[config.mk]
export PLATFORM = sky130hd
export DESIGN_NAME = gnms_ram
export DESIGN_NICKNAME = d
export VERILOG_FILES = /design/src/sv/gnms_ram.sv
export SDC_FILE = /design/constraint.sdc
export NUM_CORES = 1
export LEC_CHECK = 0
export BUFFER_PORTS_ARGS = -buffer_cell sky130_fd_sc_hd__buf_2
export CAP_MARGIN = 20
export CELL_PAD_IN_SITES_DETAIL_PLACEMENT = 1
export CELL_PAD_IN_SITES_GLOBAL_PLACEMENT = 2
export CORE_MARGIN = 2
export CORE_UTILIZATION = 48
export DETAILED_ROUTE_END_ITERATION = 8
export HOLD_SLACK_MARGIN = 0.15
export PLACE_DENSITY_LB_ADDON = 0.1
export SYNTH_ARGS = -nofsm -noshare
export SYNTH_HDL_FRONTEND = slang
export SYNTH_SLANG_ARGS = --single-unit
export TNS_END_PERCENT = 50
[constraint.sdc]
create_clock -name clock -period 2.55 [get_ports clock]
set_input_delay 0.6375 -clock clock [delete_from_list [all_inputs] [get_ports clock]]
set_output_delay 0.6375 -clock clock [all_outputs]
set_load 0.005 [all_outputs]
[src/sv/gnms_ram.sv]
// gnms_ram: generic single-write, single-read ram with registered read data
// no dependencies
module gnms_ram #(
   parameter int WIDTH = 8,
   parameter int DEPTH = 16
) (
   input  logic                     clock,
   input  logic                     wr_en,
   input  logic [$clog2(DEPTH)-1:0] wr_addr,
   input  logic [WIDTH-1:0]         wr_data,
   input  logic                     rd_en,
   input  logic [$clog2(DEPTH)-1:0] rd_addr,
   output logic [WIDTH-1:0]         rd_data
);
   logic [WIDTH-1:0] mem [DEPTH];
   logic [WIDTH-1:0] rd_data_ff;

   always_ff @(posedge clock) begin
      if (wr_en) begin
         mem[wr_addr] <= wr_data;
      end
      if (rd_en) begin
         rd_data_ff <= mem[rd_addr];
      end
   end

   assign rd_data = rd_data_ff;
endmodule

==> impl_metrics.py <==
metrics = {
    "clocking": {
        "post_cts.repair.setup_buffers": 0,
        "ctsResizeCount": 0,
        "cts_hold_buf": 0,
        "cts-buffers-inserted": 17,
        "htreeDepth": 4,
        "clk_pin_slew_ns": 0.06,
        "cts.sinks": 136,
        "cts-root-buf": "clkbuf_8",
        "tritoncts": "yes",
        "clock_latency_ns": 0.51,
        "clockBufferDepth": 2,
    },
    "worst_setup_path": {
        "setup.worst_path.start": "rd_data[7]",
        "endpoint_kind": "output pin",
        "r2r-end": "rd_data[3]",
        "setup.worst_path.end": "rd_data[7]",
        "cp_num_buf_inv": 1,
        "cp_max_fo": 1,
        "crit_required_ns": 1.91,
        "crit_family": "flip-flops",
        "crit_type": "reg -> out",
        "cp_cell_sequence": "buf_2",
        "slowest_stage": "edfxtp_1",
        "r2r_start": "mem[1][3]",
        "path_depth": 1,
        "cp_slowest_stage_delay_ns": 0.42,
        "crit_arrival_ns": 1.09,
        "ff2ff_setup_slack_ns": 1.03,
        "r2r_cells": 3,
        "start_kind": "flop",
    },
    "drt": {
        "vias": 2468,
        "drt_iter0_markers": 133,
        "drt_wl_total_mm": 10.8,
        "drt-pass1-iter-count": 4,
        "wl_per_cell_um": 24.7,
        "final_antenna_net_count": 0,
        "drt-vias-per-instance": 5.63,
        "drc": 0,
    },
    "power_and_ir_drop": {
        "p_per_area_nw_per_um2": 819,
        "p_sw_uw": 988,
        "p_clk_share_pct": 45.4,
        "p_comb_share_pct": 4.6,
        "peakVddDrop_uv": 443,
        "p_leak_uw": 0.00210,
        "p_int_uw": 4090,
        "pwr-share-seq_pct": 49.9,
        "switching_share_pct": 19.5,
    },
    "logic_synthesis": {
        "synth.most_common_cell": "edfxtp_1",
        "synth.top_cell.area_share_pct": 78.1,
        "ys_seq_area_share_pct": 78.1,
        "synthArstFlopShare_pct": 0,
        "ys_seq_elements": 136,
        "synthesis.area_um2": 5230,
        "synth_edf_count": 136,
        "syn_avg_cell_area_um2": 22.8,
        "syn_nets": 248,
        "synth_commonest_cells": "edfxtp_1, mux4_2, a22oi_1, mux4_1, nor2_1",
        "ys_warn_count": 0,
        "synthFlopType": "edfxtp_1",
        "yosys-top-cells-area": "edfxtp_1, mux4_2, mux4_1",
        "yosysTopAreaCell": "edfxtp_1",
        "syn-instance-count": 229,
        "ys_types": 18,
    },
    "global_routing": {
        "grt-ovfl-total": 0,
        "grtUsageMet2_pct": 32.5,
        "grt_use_met3_pct": 5.24,
        "use_met1_pct": 28.6,
        "grt_antenna_before_repair": 0,
        "grt_max_degree": 21,
        "grt_pass1_vias": 2641,
        "grt_pass1_wl_mm": 16.4,
        "grtUsageTotal_pct": 20.7,
        "top_usage_layer": "met2",
    },
    "placement": {
        "place.detailed.hpwl_mm": 6.95,
        "gp_congestion": 0.699,
        "place_ws_ns": 0.281,
        "numPortBuffers": 26,
    },
    "cells_and_area": {
        "area_growth_pct": 18.5,
        "fin_nets": 305,
        "multiInputGateArea_um2": 1060,
        "drive_gt1_share_pct": 30.9,
        "nFillCells": 969,
        "regArea_um2": 4080,
        "antenna_cells": 0,
    },
    "floorplanning": {
        "die_w_um": 108,
        "die_area_um2": 11700,
        "die_h_um": 108,
        "num_rows": 38,
        "coreArea_um2": 10700,
        "boundaryPins": 27,
        "initial_core_util_pct": 48.6,
    },
    "sta": {
        "rsz0062_at_grt": "false",
        "fin_tns_setup_ns": 0,
        "finalHoldViolCount": 0,
        "setup_viol": 0,
        "worst_pin_slew_ns": 0.411,
        "fin_crit_sh_pct": 67.8,
        "layout_min_cycle_time_ns": 1.73,
        "slew_headroom_pct": 72.6,
        "fmax_mhz": 579,
        "finClkSkew_ns": 0.00482,
        "setup_ws_ns": 0.822,
        "maxSlewViolCount": 0,
    },
    "status": {
        "outcome": "finished, final reports clean",
    },
    "flow_run": {
        "drv_cap": 0,
    },
    "hold_path": {
        "hold_class": "in -> reg",
    },
}
==> worst min path at each step <==
| stage | start | to | slack [ns] | cells past startpoint |
|---|---|---|---|---|
| floorplan | mem[7][0] | rd_data[0] | 0.70 | 3 |
| global placement | mem[7][1] | rd_data[1] | 0.73 | 3 |
| detailed placement | mem[15][2] | rd_data[2] | 0.74 | 3 |
| CTS | rd_en | rd_data[1] | 0.48 | 1 |
| global route | rd_en | rd_data[6] | 0.49 | 1 |
| finish | rd_en | rd_data[1] | 0.50 | 1 |
==> cells by family after synthesis <==
logic type / Yosys count / synth area share [%]
AO/OA/AOI/OAI: 16 / 2.30
buffers and inverters: 10 / 1.65
flip-flops: 136 / 78.1
AND/OR/NAND/NOR: 35 / 3.14
multiplexers: 32 / 14.8
==> power by group through the flow <==
| stage | logic [µW] | clock network (µW) | registers, µW |
|---|---|---|---|
| after floorplan | 127 | 0 | 2580 |
| after global placement | 235 | 0 | 2580 |
| after detailed placement | 241 | 0 | 2580 |
| after CTS | 242 | 2350 | 2530 |
| after global routing | 258 | 2440 | 2540 |
| final | 235 | 2310 | 2530 |
==> routing by layer <==
metal  up-vias  wire length [µm]
li1       1097                 -
met1      1299              4920
met2        58              5380
met3        14               360
met4         0               141
met5         -                 0
==> stage by stage <==
step / power [µW] / cell area, µm² / utilization [%] / hold WS, ns / instances
6_report: 5080 / 6190 / 57.6 / 0.503 / 438
3_3_place_gp: 2810 / 5640 / 52.5 / 0.728 / 407
3_5_place_dp: 2820 / 5640 / 52.5 / 0.741 / 407
5_1_grt: 5230 / 6190 / 57.6 / 0.494 / 438
4_1_cts: 5120 / 6190 / 57.6 / 0.484 / 438
2_1_floorplan: 2700 / 5230 / - / 0.705 / 229
==> final cells by class <==
type | instances | share of cell area [%]
Timing Repair Buffer | 48 | 5.17
Multi-Input combinational cell | 83 | 17.1
Tap cell | 140 | 2.83
Clock buffer | 20 | 6.87
Clock inverter | 11 | 2.12
Sequential cell | 136 | 65.9
==> cells in the final DEF (no fill, tap or decap) <==
master | synthesis | final
clkinvlp_4 | 0 | 2
clkinv_1 | 0 | 3
nor3_1 | 4 | 4
nand3_1 | 1 | 1
buf_2 | 3 | 26
buf_12 | 0 | 2
nand3b_1 | 2 | 2
or3b_2 | 1 | 1
clkbuf_1 | 0 | 3
nor2b_1 | 1 | 1
clkinv_2 | 0 | 3
and2_1 | 1 | 1
clkbuf_8 | 0 | 1
nor2_1 | 13 | 13
clkbuf_16 | 0 | 16
bufinv_16 | 0 | 3
nand2_1 | 9 | 9
edfxtp_1 | 136 | 136
buf_4 | 1 | 20
and2b_1 | 1 | 1
nand2b_1 | 2 | 2
a22oi_1 | 16 | 16
mux4_2 | 18 | 18
mux4_1 | 14 | 14
==> flip-flops by register name, summed over array words and instances, names as in the netlist <==
register,flops
mem,128
rd_data,8
Power figures use the tool's default switching activity.
