**src/sv/gnms_pkg.sv**
```systemverilog
// gnms_pkg: shared types, constants and helper functions for the greedy nms engine
// no dependencies; imported by gnms_if, gnms_cell, gnms_iou and the top level
package gnms_pkg;

   localparam int MAX_BOXES_DEF = 128;
   localparam int KEEP_LIMIT    = 64;
   localparam int KEEP_AW       = $clog2(KEEP_LIMIT);
   localparam int KEEP_CW       = $clog2(KEEP_LIMIT + 1);

   localparam int COORD_W = 16;
   localparam int SCORE_W = 16;
   localparam int CLASS_W = 3;
   localparam int AREA_W  = 2 * COORD_W;
   localparam int THR_W   = 16;
   localparam int MK_W    = 7;
   localparam int CSR_DW  = 16;

   localparam logic [THR_W-1:0] IOU_THR_RST  = 16'd29491;
   localparam logic [MK_W-1:0]  MAX_KEEP_RST = 7'd40;

   // register indexes of the csr port
   localparam logic CSR_IOU_THR  = 1'b0;
   localparam logic CSR_MAX_KEEP = 1'b1;

   typedef struct packed {
      logic [COORD_W-1:0] left;
      logic [COORD_W-1:0] top;
      logic [COORD_W-1:0] right;
      logic [COORD_W-1:0] bottom;
      logic [SCORE_W-1:0] score;
      logic [CLASS_W-1:0] cls;
   } box_type;

   // what the keep list remembers of an emitted box
   typedef struct packed {
      logic [COORD_W-1:0] left;
      logic [COORD_W-1:0] top;
      logic [COORD_W-1:0] right;
      logic [COORD_W-1:0] bottom;
      logic [AREA_W-1:0]  area;
   } kept_type;

   typedef struct packed {
      logic ins;
      logic pop;
      logic clr;
   } cell_ctl_type;

   // side length, zero when the far edge lies below the near edge
   function automatic logic [COORD_W-1:0] span(input logic [COORD_W-1:0] lo,
                                               input logic [COORD_W-1:0] hi);
      return (hi > lo) ? (hi - lo) : '0;
   endfunction

   function automatic logic [AREA_W-1:0] box_area(input box_type b);
      logic [AREA_W-1:0] w;
      logic [AREA_W-1:0] h;
      w = AREA_W'(span(b.left, b.right));
      h = AREA_W'(span(b.top, b.bottom));
      return w * h;
   endfunction

endpackage

```
**src/sv/gnms_cell.sv**
```systemverilog
// gnms_cell: one slot of the score-sorted candidate chain
// depends on gnms_pkg; instantiated in a row by the top level
module gnms_cell import gnms_pkg::*; (
   input  logic         clock,
   input  logic         reset,
   input  cell_ctl_type ctl,
   input  box_type      new_box,
   input  logic         prev_keep,
   input  box_type      prev_box,
   input  logic         prev_valid,
   input  box_type      next_box,
   input  logic         next_valid,
   output box_type      box,
   output logic         valid,
   output logic         keep
);
   box_type box_ff, box_in;
   logic    valid_ff, valid_in;

   // a cell holds its box when it scores at least the newcomer (ties keep arrival order)
   assign keep = valid_ff && (box_ff.score >= new_box.score);

   // clear, shift toward the head, or sorted insert
   always_comb begin
      box_in   = box_ff;
      valid_in = valid_ff;
      priority if (ctl.clr) begin
         valid_in = 1'b0;
      end else if (ctl.pop) begin
         box_in   = next_box;
         valid_in = next_valid;
      end else if (ctl.ins && !keep) begin
         if (prev_keep) begin
            box_in   = new_box;
            valid_in = 1'b1;
         end else begin
            box_in   = prev_box;
            valid_in = prev_valid;
         end
      end
   end

   always_ff @(posedge clock) begin
      if (reset) begin
         valid_ff <= 1'b0;
      end else begin
         valid_ff <= valid_in;
      end
      box_ff <= box_in;
   end

   assign box   = box_ff;
   assign valid = valid_ff;
endmodule

```
**config.mk**
```make
export PLATFORM = sky130hd
export DESIGN_NAME = gnms_cell
export DESIGN_NICKNAME = d
export VERILOG_FILES = /design/src/sv/gnms_pkg.sv /design/src/sv/gnms_cell.sv
export SDC_FILE = /design/constraint.sdc
export NUM_CORES = 1
export LEC_CHECK = 0
export BUFFER_PORTS_ARGS = -buffer_cell sky130_fd_sc_hd__buf_2
export CAP_MARGIN = 30
export CORE_AREA = 10 10 124 126
export DETAILED_ROUTE_END_ITERATION = 10
export DIE_AREA = 0 0 134 136
export PLACE_DENSITY = 0.77
export SLEW_MARGIN = 20
export SYNTH_ARGS = -nofsm -noshare
export SYNTH_HDL_FRONTEND = slang
export SYNTH_SLANG_ARGS = --single-unit
```
**constraint.sdc**
```tcl
create_clock -name clock -period 19.6 [get_ports clock]
set_clock_uncertainty 0.15 [all_clocks]
set_input_delay 0.98 -clock clock [delete_from_list [all_inputs] [get_ports clock]]
set_output_delay 0.98 -clock clock [all_outputs]
set_load 0.02 [all_outputs]
```
==> metrics.yaml <==
outcome: "finished, final reports clean"
ctsResizeCount: 0
synth.top_cell.area_share_pct: 53.5
p_total_mw: 0.470
cap_violations: 0
ys_warn_count: 0
critPathLaunch: "new_box[3]"
antenna_found_initial: 0
synthTopCellsByArea: "edfxtp_1 53%, mux2i_1 18%, o21ai_0 9.2%"
dp_hpwl_um: 13800
max_freq_mhz: 255
nNetsFinal: 1029
clkSlewWorstSetupHoldPaths_ns: 0.06
hold_buffers: 0
synth_edf_count: 83
r2r-end: "box[58]"
r2r-start: "box[3]"
grt_pass1_wl_um: 24200
netlist_area_um2: 4660
sw_frac_of_total_pct: 27.1
remaining_drc_errors: 0
die_h_um: 136
drv_slew: 0
clock_latency_ns: 0.34
endpoint: "keep"
cp.required_ns: 18.47
p_int_mw: 0.343
synth_seq_area_share_pct: 53.9
ctsRootBufferMaster: "clkbuf_16"
critical_path_arrival_ns: 2.80
cp-end-kind: "output pin"
layout-drive-gt1-share_pct: 47.4
seq_power_share_pct: 46.4
syn-mean-instance-area_um2: 10.9
finalSetupViolCount: 0
cts_buffers: 9
reg2reg_depth: 9
fin_area_um2: 6800
ys_ff_latch: 84
via_per_inst: 4.66
finalSetupTns_ns: 0
port_buffers: 341
synth_cell_types: 24
routed_wl_um: 16500
power.ir.vdd_worst_uv: 32.2
syn_nets: 701
vias: 4369
n_antenna_cell: 0
path_class: "in2out"
io_pins: 342
synth_top_area_cell: "edfxtp_1"
rsz0062_at_grt: "false"
ant_nets: 0
area_growth_pct: 45.9
setup_ws_ns: 15.67
synthFlopType: "edfxtp_1"
place_worst_setup_slack_ns: 15.52
hp-class: "reg2reg"
r2r_slack_ns: 16.26
relSlewSlack_pct: 44.8
cp-start-kind: "input pin"
synthCells: 428
die-area_um2: 18200
grt_max_degree: 94
power_frac_clock_pct: 31.9
htreeDepth: 3
power_switching_mw: 0.127
routedWlPerCell_um: 17.6
clkSinkCount: 84
cts_tree: "done"
drt_first_pass_iters: 4
layoutNonFillerInstCount: 937
drt-initial-drc-count: 176
first_global_vias: 4709
hold_viol: 0
combPwrFrac_pct: 21.7
core_area_um2: 13000
worst_slew_pin_slew_ns: 0.828
grt_overflow: 0
row_count: 42
die_width_um: 134
finalCriticalPeriod_ns: 3.93
place.gp.congestion: 0.871
cts_buffer_depth: 2
power_leakage_nw: 3.38
critPathMaxFanout: 2
grtUsageTotal_pct: 16.9
post-place-cells: 921
placed_area_um2: 6540
synthArstFlopShare_pct: 0
cts_setup_buffers: 0
start_util_pct: 35.9
finalCritPeriodShare_pct: 20.0
power_density_nw_per_um2: 69.1
-- layer usage --
layer / part of all wire [%] / routed length [um] / global-route usage [%]
met1: 36 / 5860 / 16.7
met2: 52 / 8640 / 30.7
met3: 11 / 1750 / 7.75
met4: 1.3 / 216 / 6.05
met5: 0 / 0 / 0
-- cell families (layout without fill, tap and decap cells) --
family / Yosys count / count (layout) / synth area share [%]
buffers and inverters: 46 / 379 / 3.89
adder cells (fa/ha/maj): 16 / 16 / 4.29
AO/OA/AOI/OAI: 102 / 102 / 11.8
flip-flops: 84 / 84 / 53.9
AND/OR/NAND/NOR: 97 / 97 / 8.29
multiplexers: 83 / 83 / 17.8
-- area by class of cell --
cell class / instances / area [um^2]
clock inverter: 6 / 31.3
multi-input combinational: 298 / 1990
clock buffer: 10 / 229
inverter: 18 / 67.6
tap: 176 / 220
fill: 1254 / 6180
timing repair buffer: 345 / 1750
sequential: 84 / 2510
-- worst max-delay path, stage by stage --
cell and delay [ns]:
buf_2 0.12, ha_1 0.28, nand2b_4 0.13, a2111o_1 0.42, a311oi_2 0.33, o41ai_1 0.17
and2_2 0.21, buf_2 0.16
-- state kept, by name, indices dropped and copies added, names as in the netlist --
register and flops:
box 83, valid 1
-- cell usage after synthesis, types with 2 or more instances --
cell type / count
mux2i_1: 83
nand2_1: 87
inv_1: 18
nor2_1: 4
nand4_1: 2
edfxtp_1: 83
a21oi_1: 7
o41ai_1: 2
buf_2: 7
clkbuf_1: 21
ha_1: 16
o21ai_0: 86
-- worst min path at each step --
stage / startpoint / depth (start not counted) / slack (ns) / endpoint
6_report: valid / 1 / 0.51 / valid
3_3_place_gp: valid / 1 / 0.47 / valid
2_1_floorplan: valid / 1 / 0.53 / valid
4_1_cts: valid / 1 / 0.51 / valid
3_5_place_dp: valid / 1 / 0.49 / valid
5_1_grt: valid / 1 / 0.54 / valid
-- cell usage in the layout (no fill, tap or decap), drive strengths merged, types with 4 or more instances in the layout --
cell / netlist / layout
buf: 7 / 345
nand2: 87 / 87
o21ai: 86 / 86
mux2i: 83 / 83
edfxtp: 83 / 83
inv: 18 / 18
ha: 16 / 16
clkbuf: 21 / 10
a21oi: 7 / 7
nor2: 4 / 4
clkinv: 0 / 4
-- through the flow --
step | hold slack, ns | util, %
2_1_floorplan | 0.534 | -
3_3_place_gp | 0.474 | 50.2
3_5_place_dp | 0.492 | 50.4
4_1_cts | 0.510 | 52.4
5_1_grt | 0.544 | 52.4
6_report | 0.509 | 52.4
-- power groups by stage --
stage / logic [mW] / registers (mW) / clock network (mW)
3_3_place_gp: 0.101 / 0.221 / 0
5_1_grt: 0.112 / 0.219 / 0.162
6_report: 0.102 / 0.218 / 0.150
4_1_cts: 0.104 / 0.218 / 0.156
3_5_place_dp: 0.104 / 0.222 / 0
2_1_floorplan: 0.0377 / 0.240 / 0
No activity file was read; power rests on OpenSTA's default activity.
