**src/sv/gnms_pkg.sv**
```systemverilog
// gnms_pkg: shared types, constants and helper functions for the greedy nms engine
// no dependencies; imported by gnms_if, gnms_cell, gnms_iou and the top level
package gnms_pkg;

   localparam int MAX_BOXES_DEF = 128;
   localparam int KEEP_LIMIT    = 64;
   localparam int KEEP_AW       = $clog2(KEEP_LIMIT);
   localparam int KEEP_CW       = $clog2(KEEP_LIMIT + 1);

   localparam int COORD_W = 16;
   localparam int SCORE_W = 16;
   localparam int CLASS_W = 3;
   localparam int AREA_W  = 2 * COORD_W;
   localparam int THR_W   = 16;
   localparam int MK_W    = 7;
   localparam int CSR_DW  = 16;

   localparam logic [THR_W-1:0] IOU_THR_RST  = 16'd29491;
   localparam logic [MK_W-1:0]  MAX_KEEP_RST = 7'd40;

   // register indexes of the csr port
   localparam logic CSR_IOU_THR  = 1'b0;
   localparam logic CSR_MAX_KEEP = 1'b1;

   typedef struct packed {
      logic [COORD_W-1:0] left;
      logic [COORD_W-1:0] top;
      logic [COORD_W-1:0] right;
      logic [COORD_W-1:0] bottom;
      logic [SCORE_W-1:0] score;
      logic [CLASS_W-1:0] cls;
   } box_type;

   // what the keep list remembers of an emitted box
   typedef struct packed {
      logic [COORD_W-1:0] left;
      logic [COORD_W-1:0] top;
      logic [COORD_W-1:0] right;
      logic [COORD_W-1:0] bottom;
      logic [AREA_W-1:0]  area;
   } kept_type;

   typedef struct packed {
      logic ins;
      logic pop;
      logic clr;
   } cell_ctl_type;

   // side length, zero when the far edge lies below the near edge
   function automatic logic [COORD_W-1:0] span(input logic [COORD_W-1:0] lo,
                                               input logic [COORD_W-1:0] hi);
      return (hi > lo) ? (hi - lo) : '0;
   endfunction

   function automatic logic [AREA_W-1:0] box_area(input box_type b);
      logic [AREA_W-1:0] w;
      logic [AREA_W-1:0] h;
      w = AREA_W'(span(b.left, b.right));
      h = AREA_W'(span(b.top, b.bottom));
      return w * h;
   endfunction

endpackage

```
**src/sv/gnms_iou.sv**
```systemverilog
// gnms_iou: pipelined overlap test of one candidate against one kept box
// depends on gnms_pkg; fed from the keep list ram by the top level
module gnms_iou import gnms_pkg::*; (
   input  logic              clock,
   input  logic              reset,
   input  logic              in_valid,
   input  kept_type          kept,
   input  box_type           cand,
   input  logic [AREA_W-1:0] cand_area,
   input  logic [THR_W-1:0]  thr,
   output logic              out_valid,
   output logic              supp
);
   localparam int SUM_W  = AREA_W + 1;
   localparam int PROD_W = SUM_W + THR_W;

   logic [COORD_W-1:0] x1, y1, x2, y2;
   logic [AREA_W-1:0]  inter1_ff, inter1_in, inter2_ff, inter3_ff;
   logic [SUM_W-1:0]   sum1_ff, sum1_in, uni2_ff;
   logic [PROD_W-1:0]  prod3_ff;
   logic               v1_ff, v2_ff, v3_ff;

   // stage 1: intersection area and area sum
   always_comb begin
      x1 = (kept.left > cand.left) ? kept.left : cand.left;
      y1 = (kept.top > cand.top) ? kept.top : cand.top;
      x2 = (kept.right < cand.right) ? kept.right : cand.right;
      y2 = (kept.bottom < cand.bottom) ? kept.bottom : cand.bottom;
      inter1_in = AREA_W'(span(x1, x2)) * AREA_W'(span(y1, y2));
      sum1_in   = SUM_W'(kept.area) + SUM_W'(cand_area);
   end

   always_ff @(posedge clock) begin
      if (reset) begin
         v1_ff <= 1'b0;
         v2_ff <= 1'b0;
         v3_ff <= 1'b0;
      end else begin
         v1_ff <= in_valid;
         v2_ff <= v1_ff;
         v3_ff <= v2_ff;
      end
      inter1_ff <= inter1_in;
      sum1_ff   <= sum1_in;
      // stage 2: union
      inter2_ff <= inter1_ff;
      uni2_ff   <= sum1_ff - SUM_W'(inter1_ff);
      // stage 3: threshold times union
      inter3_ff <= inter2_ff;
      prod3_ff  <= PROD_W'(thr) * PROD_W'(uni2_ff);
   end

   // strict compare of inter scaled by 2^16 against the product
   assign supp      = ({1'b0, inter3_ff, 16'b0} > prod3_ff);
   assign out_valid = v3_ff;
endmodule

```
**config.mk**
```make
export PLATFORM = sky130hd
export DESIGN_NAME = gnms_iou
export DESIGN_NICKNAME = d
export VERILOG_FILES = /design/src/sv/gnms_pkg.sv /design/src/sv/gnms_iou.sv
export SDC_FILE = /design/constraint.sdc
export NUM_CORES = 2
export LEC_CHECK = 0
export BUFFER_PORTS_ARGS = -buffer_cell sky130_fd_sc_hd__clkbuf_2
export CORE_MARGIN = 5
export CORE_UTILIZATION = 34
export DETAILED_ROUTE_END_ITERATION = 12
export PLACE_DENSITY_LB_ADDON = 0.12
export SLEW_MARGIN = 5
export SYNTH_ARGS = -nofsm -noshare
export SYNTH_HDL_FRONTEND = slang
export SYNTH_SLANG_ARGS = --single-unit
```
**constraint.sdc**
```tcl
create_clock -name clock -period 21.2 [get_ports clock]
set_clock_uncertainty 0.1 [all_clocks]
set_input_delay 2.12 -clock clock [delete_from_list [all_inputs] [get_ports clock]]
set_output_delay 2.12 -clock clock [all_outputs]
set_load 0.05 [all_outputs]
```
==> results.md <==
- Hold path cells: 0
- DP Worst Slack: 7150 ps
- Setup tns final: 0 ps
- DIE AREA: 0.114 mm²
- Required @ worst endpoint: 21530 ps
- Later-pin clock latency in the skew report: around 500 ps
- FFs w/ async S/R, synth: 0
- CP most frequent cell: fa_1
- Syn Std Cell Area: 0.0366 mm²
- TritonRoute pass-1 iters: 5
- Root buf cell: clkbuf_16
- Slew margin rel.: 0.255
- Routed wire length: between 100000 and 150000 µm
- Worst Tran Pin Value: 1110 ps
- Most common cell after layout, fill and taps aside: inv_1
- Startpoint types: primary input
- Die W: 338 µm
- I/O Buffers: 212
- Resize count post-CTS: 0
- Post-CTS Hold Fix Bufs: 0
- Post-synth EDFFs: 0
- Top Ports: 232
- Setup Fix Bufs, Post-CTS: 0
- Number of fill cells: 11200
- Die height: 338 µm
- Primary FF master, synth: dfxtp_1
- Register area: between 0.004 and 0.005 mm²
- Setup crit end kind: flop
- Crit path max fanout: 33
- Worst Hold Endpoint: inter3_ff[4]
- Initial Util: 0.342
- Setup violators final: 0
- Crit path launch: cand[23]
- Hold Violations, Final: 0
- Max_cap viols: 0
- DR iter-0 viols: 1064
- Fmax: 74.3 MHz
- HPWL Detailed: 84300 µm
- Nets: 5542
- Post-DP Area: just under 0.04 mm²
- RSZ-0062 raised after global routing: no
- Arrival time of the worst setup path: 13800 ps
- Hold path start: inter2_ff[4]
- Delay-heaviest family, CP: compound AO/OA/AOI/OAI gates
- Share of layout cells above drive strength 1: 0.0738
- CTS Sinks: 214
- Post-route ant nets: 0
- Max-slew violation count: 0
- Vias in the first global route: 29600
- Commonest non-fill, non-tap cells in the layout: 787 x inv_1, 630 x fa_1, 588 x nand2_1, 415 x ha_1, 216 x nor2_1
- R2r setup slk: 13860 ps
- Post-layout min period: 13460 ps
- Final instance area: 0.0398 mm²
- Outcome: complete, no violations
- Row cnt: 120
- CTS tree: done
- RD Place Congestion: 0.895
- Top-area cell type share of the netlist area: 0.344
- Clock Pin Slew Worst Setup and Hold Paths: 70 ps
- Pin count of the biggest net entering global routing: 34
- Top cell type by total area after synthesis: fa_1
- Hold/Removal Path Class: reg2reg
- Synthesized Nets: 5427
- Via/cell ratio: 4.78
- Worst R2R Start: uni2_ff[6]
- Largest stage delay, worst path: 690 ps
- Reg2reg end: prod3_ff[48]
- Syn Inst Count: 4152
- Inserted Diodes: 0
- Synth Warn #: 0
- Core Region: roughly 0.11 mm²
- CTS max path bufs: 3
- Yosys cell types: around 80
- Global-route wire length before repair: around 160000 µm
- CP max stage cell: a2111oi_0
- Vias post-DR: 27200
- Sequential area share after synthesis: 0.117
- Reg2Reg Depth: 21
- #FFs+latches synth: approximately 210
- Avg WL per Cell: 17.7 µm
- Crit Path Category: in2reg
- Syn Area/Cell: roughly 9 µm²
- Hold Slack: 227 ps
- Buffer and inverter count on the worst path: 8
- Final Worst Setup Slack: 7740 ps
- Global route overflow: 0
- Htree depth: 1
- Synth top area cells: fa_1 34%, ha_1 14%, dfxtp_1 12%
- All-Layer GR Usage: 0.178
- Period utilization: 0.635
- TritonCTS buffer count: 21
- Synth-to-Final Area Change: 8.51%
- DR DRC count: 0
- Initial antenna violation count: 0
- Multi-input logic area: 0.0288 mm²
worst max path at each step:
stage | to | slack, ps | cells after the start
after floorplan | inter1_ff[25] | 8850 | 48
after global placement | inter1_ff[31] | 7110 | 46
after detailed placement | inter1_ff[31] | 7150 | 46
after CTS | inter1_ff[31] | 7640 | 46
after global routing | inter1_ff[31] | 6880 | 46
final | inter1_ff[31] | 7740 | 46
sequential cells by signal, indices dropped and copies added, names as in the netlist:
| register | flops |
|---|---|
| inter1_ff | 32 |
| inter2_ff | 32 |
| inter3_ff | 32 |
| out_valid | 1 |
| prod3_ff | 49 |
| sum1_ff | 33 |
| uni2_ff | 33 |
| v1_ff | 1 |
| v2_ff | 1 |
metal layers:
layer  track usage  wire length, µm  part of all wire  up-vias
met3        0.0184             4060             0.040      115
li1              -                -                 -    13200
met2         0.310            48200              0.48      508
met4        0.0426             2570             0.025        0
met5             0                0                 0        -
met1         0.237            45800              0.45    13400
synth_stat cells (4+ instances only):
master / number
inv_1: 787
fa_1: 630
nand2_1: 588
ha_1: 415
nor2_1: 216
dfxtp_1: 214
and2_1: 199
a21oi_1: 158
clkbuf_1: 124
a21o_1: 119
xnor2_1: 100
o21ai_0: 84
xor2_1: 51
o21a_1: 39
nand3_1: 38
nor2b_1: 36
mux2i_1: 32
nor3_1: 32
nand4_1: 27
o21bai_1: 26
nand2b_1: 22
buf_2: 20
a211oi_1: 19
and3_1: 19
mux2_4: 9
o211ai_1: 9
or3_1: 9
a211o_1: 8
a31oi_1: 8
o21ai_1: 8
mux2_2: 7
nor4_1: 7
a21boi_0: 6
a221oi_1: 5
o31ai_1: 5
a311oi_1: 4
metrics by stage:
step / utilization / instances
after floorplan: - / 4152
after global placement: 0.365 / 5647
after detailed placement: 0.365 / 5647
after CTS: 0.371 / 5685
after global routing: 0.371 / 5685
final: 0.371 / 5685
cell families after synthesis:
logic type / synth area share
compound gates: 0.100
fa+ha+maj: 0.486
simple gates: 0.149
mux: 0.0146
flops: 0.117
buf+inv: 0.0971
xor+xnor: 0.0361
layout make-up:
cell class | instances | area share
clock buffers | 26 | 0.0144
clock inverters | 12 | 0.00274
inverters | 787 | 0.0743
multi-input cells | 3003 | 0.725
flip-flops and latches | 214 | 0.108
well taps | 1403 | 0.0442
repair buffers | 240 | 0.0320
worst reg2reg max path, delay by kind of cell (launching register included):
family	cells	cell delay [ps]
XOR/XNOR	1	150
AO/OA/AOI/OAI	6	2030
buffers and inverters	5	270
flip-flops	1	940
adder cells (fa/ha/maj)	7	3390
AND/OR/NAND/NOR	2	360
Power is not shown: default switching activity piles up to over one toggle a cycle in this logic, so the estimate is an artifact.
